<file path="src/rtl/milfsr_pkg.sv">
// ----------------------------------------------------------------------------
// milfsr_pkg: shared types and LFSR functions
// Action codes, tap constants and the combinational LFSR helpers used by the
// message indicator engine; its checker imports the package as well.
// ----------------------------------------------------------------------------
package milfsr_pkg;

    localparam int unsigned IndW   = 40;
    localparam int unsigned WordW  = 64;
    localparam int unsigned RegW   = 32;
    localparam int unsigned NBytes = 5;

    localparam logic [31:0] GaloisPoly = 32'hD459C4F1;

    typedef enum logic [2:0] {
        ACT_LOAD   = 3'd0,
        ACT_DES    = 3'd1,
        ACT_AES    = 3'd2,
        ACT_BYTE   = 3'd3,
        ACT_GALOIS = 3'd4
    } t_action;

    typedef logic [7:0] t_byte_taps [NBytes];
    localparam t_byte_taps ByteTaps = '{8'h12, 8'h24, 8'h48, 8'h22, 8'h14};

    // 32 steps of the Fibonacci LFSR (taps 32,22,2,1). The register after
    // 32 steps holds exactly the generated bits, first one at the MSB.
    function automatic logic [RegW-1:0] fib32(input logic [RegW-1:0] seed);
        logic [RegW-1:0] r;
        logic            b;
        r = seed;
        for (int i = 0; i < RegW; i++) begin
            b = r[31] ^ r[21] ^ r[1] ^ r[0];
            r = {r[30:0], b};
        end
        return r;
    endfunction

    // Per-byte rotate left with tap xor when the wrapped bit is set.
    function automatic logic [IndW-1:0] byte_refresh(input logic [IndW-1:0] ind);
        logic [IndW-1:0] res;
        logic [7:0]      b;
        logic            top;
        res = '0;
        for (int i = 0; i < NBytes; i++) begin
            b   = ind[IndW-1-8*i -: 8];
            top = b[7];
            b   = {b[6:0], 1'b0} ^ (top ? ByteTaps[i] : 8'h00);
            b[0] = b[0] | top;
            res[IndW-1-8*i -: 8] = b;
        end
        return res;
    endfunction

    // Next 32-bit word of the Galois LFSR; the first byte produced is the
    // most significant, bit j of a byte comes from shift j of that byte.
    function automatic logic [RegW-1:0] galois_next(input logic [RegW-1:0] seed);
        logic [RegW-1:0] r;
        logic [RegW-1:0] res;
        logic            msb;
        r   = seed;
        res = '0;
        for (int i = 0; i < 4; i++) begin
            for (int j = 0; j < 8; j++) begin
                msb = r[31];
                r   = {r[30:0], 1'b0};
                if (msb) begin
                    r = r ^ GaloisPoly;
                end
                res[8*(3-i)+j] = msb;
            end
        end
        return res;
    endfunction

endpackage

</file>
<file path="src/rtl/message_indicator_lfsr_engine.sv">
// ----------------------------------------------------------------------------
// message_indicator_lfsr_engine: per-slot message indicator and IV expansion
// Keeps a 40-bit indicator for each of two slots and runs load, DES/AES IV
// expansion, bytewise refresh or Galois next on one request per cycle unless stalled.
// ----------------------------------------------------------------------------
// Flow: a request is taken into the input register; a result request then
// waits there until the output register is free. An AES expansion holds the
// output register for two words, which sets the rate for AES streams.
// Reset: synchronous active low; clears both stored indicators to zero and
// empties the input and output registers.
module message_indicator_lfsr_engine (
    input  logic                           i_clk,
    input  logic                           i_rst_n,
    input  logic                           i_in_valid,
    output logic                           o_in_ready,
    input  logic [2:0]                     i_action,
    input  logic                           i_slot,
    input  logic [milfsr_pkg::IndW-1:0]    i_mi_value,
    output logic                           o_out_valid,
    input  logic                           i_out_ready,
    output logic [milfsr_pkg::WordW-1:0]   o_word,
    output logic                           o_last
);
    import milfsr_pkg::*;

    // input register
    logic              r_in_valid;
    logic [2:0]        r_action;
    logic              r_slot;
    logic [IndW-1:0]   r_mi_value;

    // indicator store
    logic [IndW-1:0]   r_store [2];
    logic [IndW-1:0]   n_store_val;
    logic              n_store_we;

    // output register, second word held for AES
    logic              r_out_valid;
    logic              r_pend;
    logic [WordW-1:0]  r_word;
    logic              r_last;
    logic [WordW-1:0]  r_word1;

    logic              has_res;
    logic              out_free;
    logic              adv;
    logic [IndW-1:0]   cur_ind;
    logic [RegW-1:0]   gen0;
    logic [RegW-1:0]   gen1;
    logic [RegW-1:0]   gen2;
    logic [IndW-1:0]   refreshed;
    logic [WordW-1:0]  n_w0;
    logic [WordW-1:0]  n_w1;
    logic              n_is_aes;

    always_comb begin
        cur_ind   = r_store[r_slot];
        gen0      = fib32(cur_ind[RegW-1:0]);
        gen1      = fib32(gen0);
        gen2      = fib32(gen1);
        refreshed = byte_refresh(cur_ind);

        has_res     = 1'b0;
        n_is_aes    = 1'b0;
        n_w0        = '0;
        n_w1        = {gen1, gen2};
        n_store_we  = 1'b0;
        n_store_val = r_mi_value;
        case (r_action)
            ACT_LOAD: begin
                n_store_we = 1'b1;
            end
            ACT_DES: begin
                has_res     = 1'b1;
                n_w0        = {cur_ind[RegW-1:0], gen0};
                n_store_we  = 1'b1;
                n_store_val = {{(IndW-RegW){1'b0}}, gen0};
            end
            ACT_AES: begin
                has_res     = 1'b1;
                n_is_aes    = 1'b1;
                n_w0        = {cur_ind[RegW-1:0], gen0};
                n_store_we  = 1'b1;
                n_store_val = {{(IndW-RegW){1'b0}}, gen0};
            end
            ACT_BYTE: begin
                has_res     = 1'b1;
                n_w0        = {{(WordW-IndW){1'b0}}, refreshed};
                n_store_we  = 1'b1;
                n_store_val = refreshed;
            end
            ACT_GALOIS: begin
                has_res = 1'b1;
                n_w0    = {{(WordW-RegW){1'b0}}, galois_next(r_mi_value[RegW-1:0])};
            end
            default: begin
                has_res = 1'b0;
            end
        endcase
    end

    // requests without a result never wait on the output side
    assign out_free   = !r_out_valid || (i_out_ready && !r_pend);
    assign adv        = r_in_valid && (!has_res || out_free);
    assign o_in_ready = !r_in_valid || adv;

    always_ff @(posedge i_clk) begin
        if (!i_rst_n) begin
            r_in_valid <= 1'b0;
        end else if (o_in_ready) begin
            r_in_valid <= i_in_valid;
        end
    end

    always_ff @(posedge i_clk) begin
        if (i_in_valid && o_in_ready) begin
            r_action   <= i_action;
            r_slot     <= i_slot;
            r_mi_value <= i_mi_value;
        end
    end

    always_ff @(posedge i_clk) begin
        if (!i_rst_n) begin
            r_store[0] <= '0;
            r_store[1] <= '0;
        end else if (adv && n_store_we) begin
            r_store[r_slot] <= n_store_val;
        end
    end

    always_ff @(posedge i_clk) begin
        if (!i_rst_n) begin
            r_out_valid <= 1'b0;
            r_pend      <= 1'b0;
        end else if (adv && has_res) begin
            r_out_valid <= 1'b1;
            r_pend      <= n_is_aes;
        end else if (r_out_valid && i_out_ready) begin
            if (r_pend) begin
                r_pend <= 1'b0;
            end else begin
                r_out_valid <= 1'b0;
            end
        end
    end

    always_ff @(posedge i_clk) begin
        if (adv && has_res) begin
            r_word  <= n_w0;
            r_last  <= !n_is_aes;
            r_word1 <= n_w1;
        end else if (r_out_valid && i_out_ready && r_pend) begin
            r_word <= r_word1;
            r_last <= 1'b1;
        end
    end

    assign o_out_valid = r_out_valid;
    assign o_word      = r_word;
    assign o_last      = r_last;

endmodule

</file>
<file path="config.mk">
export PLATFORM = sky130hd
export DESIGN_NAME = message_indicator_lfsr_engine
export DESIGN_NICKNAME = d
export VERILOG_FILES = /design/src/rtl/milfsr_pkg.sv /design/src/rtl/message_indicator_lfsr_engine.sv
export SDC_FILE = /design/constraint.sdc
export NUM_CORES = 1
export LEC_CHECK = 0
export BUFFER_PORTS_ARGS = -buffer_cell sky130_fd_sc_hd__buf_2
export CORE_MARGIN = 2
export CORE_UTILIZATION = 56
export DETAILED_ROUTE_END_ITERATION = 12
export PLACE_DENSITY = 0.78
export SYNTH_ARGS = -nofsm -noshare
export SYNTH_HDL_FRONTEND = slang
export SYNTH_SLANG_ARGS = --single-unit
</file>
<file path="constraint.sdc">
create_clock -name i_clk -period 6.9 [get_ports i_clk]
set_clock_uncertainty 0.1 [all_clocks]
set_input_delay 0.345 -clock i_clk [delete_from_list [all_inputs] [get_ports i_clk]]
set_output_delay 0.345 -clock i_clk [all_outputs]
set_load 0.05 [all_outputs]
</file>
# == Yosys cells after proc, flatten, opt, wreduce, memory -nomap -nowiden ==
# Memory sizes are Yosys's and may differ from the RTL's. A register that Yosys moved wholly into a read port is not among the register bits.
# Index checks and enable logic that the tools add are counted.
# classes
n_addsub,0
multipliers,0
div,0
n_lt_le_gt_ge,0
n_eq_ne,5
shifts,0
muxes,88
bitwise,329
reduce_logical,23
# ops
operator,n
$mux W32,61
$not A16 Y16,31
$xor A1 B1 Y1,288
$pmux W64 S3,1
$mux W64,2
$pmux W40 S2,1
$mux W40,1
$reduce_or A40 Y1,1
$mux W1,17
$xor A8 B5 Y8,2
$xor A8 B6 Y8,2
$mux W6,2
$mux W5,2
$reduce_or A4 Y1,2
$xor A8 B7 Y8,1
$logic_and A1 B1 Y1,7
$mux W7,1
$eq A3 B2 Y1 const B,2
$logic_not A1 Y1,5
$or A1 B1 Y1,5
$reduce_bool A2 Y1,2
$eq A3 B1 Y1 const B,1
$eq A3 B3 Y1 const B,1
$logic_not A3 Y1,1
other kinds (4),6
# totals
reg_bits,176
latch_bits,0
ram_bits,80
rom_bits,0
out_inout_bits,67
elab_cells,455
n_memories,1
# memory_table
name,words,word_bits,rd,rd_ports_with_merged_regs,write_ports,line,source
r_store,2,40,1,1,2,message_indicator_lfsr_engine.sv:33,logic [IndW-1:0] r_store [2];

# == Longest topological paths before layout ==
# Gate-level depths: netlist (run 1).
# depth
word_depth,98
depth_mapped,19

# == Worst setup path before layout (run 1) ==
# Ideal clock, no wire load.
# synth_path
path_kind,reg-to-reg
from,register with a tool-made name
to,"register r_word1[1], data pin"
arrival_time_ps,6057
required_ps,6537
slack_ps,479
stages_incl_launch_ff,17
period_less_slack_ps,6421
path_cell_list,dfxtp_1 > buf_4 > buf_6 > mux2i_1 > xnor2_1 > xnor2_1 > xnor2_2 > xor2_1 > xnor3_1 > xnor2_4 > xnor2_1 > xor3_2 > xnor2_4 > xnor3_2 > xor3_2 > xnor3_2 > xor2_1
# synth_rtl
element,line,source
end signal: assignment,message_indicator_lfsr_engine.sv:152,r_word1 <= n_w1;
end: declaration,message_indicator_lfsr_engine.sv:42,logic [WordW-1:0] r_word1;

==> out/results.ini, run 1 <==
[floorplan]
core.rowCount=64
start_util_pct=57.0
boundaryPins=115
die_width_um=181
die_area_um2=32800
fp.coreArea_um2=30700
die_y_um=181

[drt]
routed_via_density=5.87
antenna_left=0
drt-wirelength-per-cell_um=26.2
drt_iter0_drc=1606
wl_um=51800
vias=11595
drc=0
first_pass_iters=7

[critical_path]
crit_type=reg -> reg
crit_slowest_cell=xnor2_1
cp.buffers_inverters=1
cp_slowest_stage_delay_ns=0.62
path_cells=buf_12 -> mux2i_1 -> xnor2_1 -> xnor2_1 -> xnor2_1 -> xnor2_1 -> xnor3_1 -> xor3_1 -> xnor2_1 -> xor3_1 -> xnor3_1 -> xnor3_2 -> xnor3_2 -> xnor3_2 -> xor2_1
crit_fanout=21
required_ns=7.08
crit_path_start_kind=register
cp-end-kind=register
path_common_cell=xnor2_1
timing.reg2reg.setup_slack_ns=0.24
critical_path.top_delay_family=XOR/XNOR gates
cp.arrival_ns=6.84

[synth]
synth_nets=1397
synth_most_common_cell=xnor2_1
synth_top_cells_by_area=edfxtp_1 43%, xnor2_1 15%, xnor3_1 12%, xor2_1 6.5%, mux2i_1 3.3%
avgSynthCellArea_um2=13.0
synth_top_area_share_pct=43.3
synthCells=1349
yosysTopAreaCell=edfxtp_1
synthTopCellsByCount=295 x xnor2_1, 253 x edfxtp_1, 130 x xor2_1
ys_ff_latch=257
synth_ff_type=edfxtp_1
synth_warnings=0
async_reset_ff_share_pct=0
ys_seq_area_share_pct=43.8
yosysUniqueCellTypes=40
syn-cell-area_um2=17500
synth-edff-count=253

[clock_network]
cts_setup_buffers=0
clockBufferDepth=3
cts-root-buf=clkbuf_16
clock_sinks=257
cts_hold_buf=46
clkTransAtPathRegs_ns=0.06
cts_buffers=26
cts_tree=built
worst_skew_pair.late_latency_ns=0.54
cts_resized=0
cts_max_level=1

[hold_path]
hp-class=in -> reg

[final_layout]
syn2layout_area_growth_pct=15.9
stdcell_count=1975
fin_nets=1605
fin_util_pct=66.1
drive_above_1_share_pct=18.3

[sta]
hold_viol_final=0
tns_ns=0
drv_slew=0
grt_setup_unrepaired=no
timing.slew.headroom_pct=30.2
max_freq_mhz=150
min_period_ns=6.66
setup_violations=0
period_share_pct=96.6
worst_slew_pin_slew_ns=1.04

[global_routing]
grt_pass1_vias=11580
overflow=0
grt_usage_pct=31.6
antenna_found_initial=0
grt_pass1_wl_um=75200
grt_start_max_net_pins=86

[placement]
place.gp.congestion=0.982
io_buffers=114
dp.cells=1879
hpwl_um=39000

[job]
maxCapViolations=0

[outcome]
status=complete, no violations

## worst paths after layout
path,endpoint,cells after the start,from
worst max-delay path,r_word1[0],15,register
worst min-delay path,r_pend,4,i_out_ready
worst max register to register,r_word1[0],15,register
worst min register to register,r_pend,2,r_pend
## logic make-up after synthesis
group                  count (synthesis)  share of synthesized area (%)
AO/OA/AOI/OAI                        169                           5.45
XOR/XNOR                             575                           40.4
buffers and inverters                 73                           1.72
flip-flops                           257                           43.8
multiplexers                          65                           3.89
AND/OR/NAND/NOR                      210                           4.72
## per-stage QoR
step                      setup WS (ns)  hold WS [ns]  area, um2
after global routing             0.0555        0.0862      20300
after global placement            0.400         0.376      19000
after detailed placement          0.286         0.407      19000
after floorplan                   0.479         0.344      17500
after CTS                         0.272        0.0401      20300
final                             0.237        0.0433      20300
## cell usage in the layout, fill, tap and decap left out, types with 2 or more instances in the layout
cell type	netlist	routed
a21boi_0	3	3
a21oi_1	69	69
buf_2	1	114
buf_4	1	80
bufinv_16	0	4
clkbuf_1	50	8
clkbuf_16	0	27
clkinv_1	0	2
clkinv_2	0	3
dfxtp_1	4	3
diode_2	0	2
dlygate4sd3_1	0	46
edfxtp_1	253	253
inv_1	12	11
inv_6	0	2
mux2i_1	58	58
mux2i_2	5	5
nand2_1	77	76
nand2b_1	5	3
nand3_1	2	2
nor2_1	117	117
o21ai_0	42	42
o22ai_1	30	30
o31ai_1	24	24
or2_2	2	2
xnor2_1	295	295
xnor2_2	10	10
xnor2_4	6	6
xnor3_1	93	93
xnor3_2	14	14
xnor3_4	2	2
xor2_1	130	130
xor2_2	5	5
xor3_1	16	16
xor3_2	3	3
## flip-flops by register name (all words and copies together) (netlist names), named ones only
name         flops
r_word1         64
o_word          64
r_slot           1
r_store         80
r_in_valid       1
r_pend           1
o_last           1
r_mi_value      40
o_out_valid      1
r_action         3
## routing by layer
| metal | track usage [%] | routed length [um] | share of wire, % | vias to the layer above |
|---|---|---|---|---|
| li1 | - | - | - | 5112 |
| met1 | 44.1 | 20900 | 40 | 5718 |
| met2 | 50.7 | 24000 | 46 | 651 |
| met3 | 3.75 | 4580 | 8.8 | 114 |
| met4 | 13.4 | 2350 | 4.5 | 0 |
| met5 | 0 | 0 | 0 | - |
## tightest hold or removal path: stages
cell,delay (ns)
buf_2,0.10
nand2_1,0.05
nand3_1,0.06
a21boi_0,0.08
## final cells by class
type	count	area, um2
Antenna cell	2	5.00
Inverter	12	45.0
Multi-Input combinational cell	1019	9580
Fill cell	2284	10400
Clock buffer	35	706
Tap cell	396	495
Timing Repair Buffer	241	1650
Sequential cell	257	7680
Clock inverter	13	176
Power of run 1 is not shown: default switching activity piles up to over one toggle a cycle in this logic, so the estimate is an artifact.
==> run 2, diff against run 1 <==
BUFFER_PORTS_ARGS = -buffer_cell sky130_fd_sc_hd__buf_4   (was -buffer_cell sky130_fd_sc_hd__buf_2)
SLEW_MARGIN = 25   (was default)
==> run 2 against run 1 <==
Final cell count decreased by 0.15%. Routed wire length is 0.90% lower. Sequential cell count stayed put. Register-to-register slack got worse by 0.05 ns. First-iteration DRC count down 7.3%. Critical path depth up 1. Via count decreased by 0.98%. Highest routed layer unchanged.
==> out/results.ini, run 2 (synthesized netlist as in run 1, its figures left out) <==
[global_routing]
grt_pass1_vias=11416  ; -1.4%
grt_start_max_net_pins=102  ; +19%
antenna_found_initial=0  ; unchanged
grt_pass1_wl_um=75500  ; +0.41%
overflow=0  ; unchanged
grt_usage_pct=31.6  ; about the same

[sta]
worst_slew_pin_slew_ns=1.08  ; +0.0379 ns
grt_setup_unrepaired=no
setup_violations=0  ; unchanged
hold_viol_final=0  ; unchanged
max_freq_mhz=149  ; -0.70%
period_share_pct=97.2  ; +0.68 points
tns_ns=0  ; unchanged
timing.slew.headroom_pct=27.9  ; -2.3 points
drv_slew=0  ; unchanged
min_period_ns=6.71  ; +0.0468 ns
setup_slack_ns=0.191  ; -0.0468 ns

[drt]
drt_iter0_drc=1488  ; -7.3%
highest_layer=met4
dr_wl_met3_um=4390  ; -4.0%
wl_met1_um=21000  ; +0.43%
antenna_left=0  ; unchanged
vias=11481  ; -0.98%
drt-wirelength-per-cell_um=26.0  ; -0.75%
first_pass_iters=7  ; unchanged
drc=0  ; unchanged
routed_via_density=5.82  ; -0.83%
wl_um=51300  ; -0.90%
wl_met2_um=23500  ; -1.9%

[clock_network]
clock_sinks=257  ; unchanged
cts_tree=built
cts_max_level=1  ; unchanged
clkTransAtPathRegs_ns=0.06  ; about the same
cts-root-buf=clkbuf_16
worst_skew_pair.late_latency_ns=0.55  ; about the same
clockBufferDepth=3  ; unchanged
cts_buffers=27  ; +3.8%

[critical_path]
cp.arrival_ns=6.88  ; +0.04 ns
crit_type=reg -> reg
crit_fanout=7  ; -67%
crit_path_start_kind=register
worst_r2r_path_depth=16  ; +1
required_ns=7.07  ; about the same
cp-end-kind=register

[final_layout]
syn2layout_area_growth_pct=17.2
antennaDiodeCount=0  ; -2
design_area_um2=20600  ; +1.1%
drive_above_1_share_pct=18.1  ; -0.18 points
fillers=2202  ; -3.6%
largest_reg_flops=80  ; unchanged
top_register=r_store
fin_nets=1605  ; unchanged
layout_commonest_cell=xnor2_1
final_cell_mix=295 x xnor2_1, 253 x edfxtp_1, 192 x buf_4

[placement]
hpwl_um=39100  ; +0.14%
dp_slack_ns=0.191  ; -0.0951 ns
io_buffers=114  ; unchanged
place_area_um2=19300  ; +1.4%
place.gp.congestion=0.980  ; -0.18%

[outcome]
status=complete, no violations

[hold_path]
hp-class=in -> reg
hold_depth=4  ; unchanged

[floorplan]
die_width_um=181  ; unchanged
core.rowCount=64  ; unchanged
boundaryPins=115  ; unchanged
die_area_um2=32800  ; unchanged
fp.coreArea_um2=30700  ; unchanged
start_util_pct=57.0  ; unchanged
die_y_um=181  ; unchanged

[job]
maxCapViolations=0  ; unchanged

==> run 2: final cells by class <==
cell class                 count  area [um2]  area share [%]
sequential                   257        7680            37.4
clock inverter                15         133           0.645
clock buffer                  33         698            3.39
tap                          396         495            2.41
multi-input combinational   1019        9580            46.6
timing repair buffer         240        1930            9.39
inverter                      12        45.0           0.219
==> run 2: critical path, stage by stage, from the launching register on <==
cell      delay (ns)
edfxtp_1        0.45
xor2_1          0.19
mux2i_1         0.72
xnor2_1         0.31
xor2_1          0.25
buf_4           0.17
xnor2_1         0.49
xnor3_1         0.45
buf_4           0.20
xnor2_1         0.29
xnor3_1         0.39
xnor3_1         0.56
xor2_1          0.29
xnor3_1         0.50
xnor3_2         0.43
xnor3_2         0.43
xor2_1          0.19
==> run 2: layer usage <==
| layer | track usage [%] | up-vias |
|---|---|---|
| met5 | 0 | - |
| met4 | 13.2 | 0 |
| met3 | 3.93 | 103 |
| met2 | 49.2 | 610 |
| met1 | 45.3 | 5657 |
| li1 | - | 5111 |
==> run 2: path summary, 6_finish.rpt <==
| check | startpoint | end | slack (ns) |
|---|---|---|---|
| max reg2reg | r_store[1][19] | r_word1[0] | 0.19 |
| max | r_store[1][19] | r_word1[0] | 0.19 |
| min | i_out_ready | r_pend | 0.03 |
| min reg2reg | r_pend | r_pend | 0.41 |
==> run 2: what timing repair did <==
action                                 CTS  global route
setup endpoints to repair                0             1
setup buffers                            0             0
endpoints found under the hold margin   48             0
gates resized for setup                  0             1
hold buffers                            47             0
==> run 2: metrics by stage <==
step	hold slack (ns)	instances	utilization (%)
2_1_floorplan	0.344	1349	-
3_3_place_gp	0.376	1877	62.6
3_5_place_dp	0.403	1877	62.6
4_1_cts	0.0245	1972	66.9
5_1_grt	0.0628	1972	66.9
6_report	0.0294	1972	66.9
Power of run 2 is left out for the same reason.
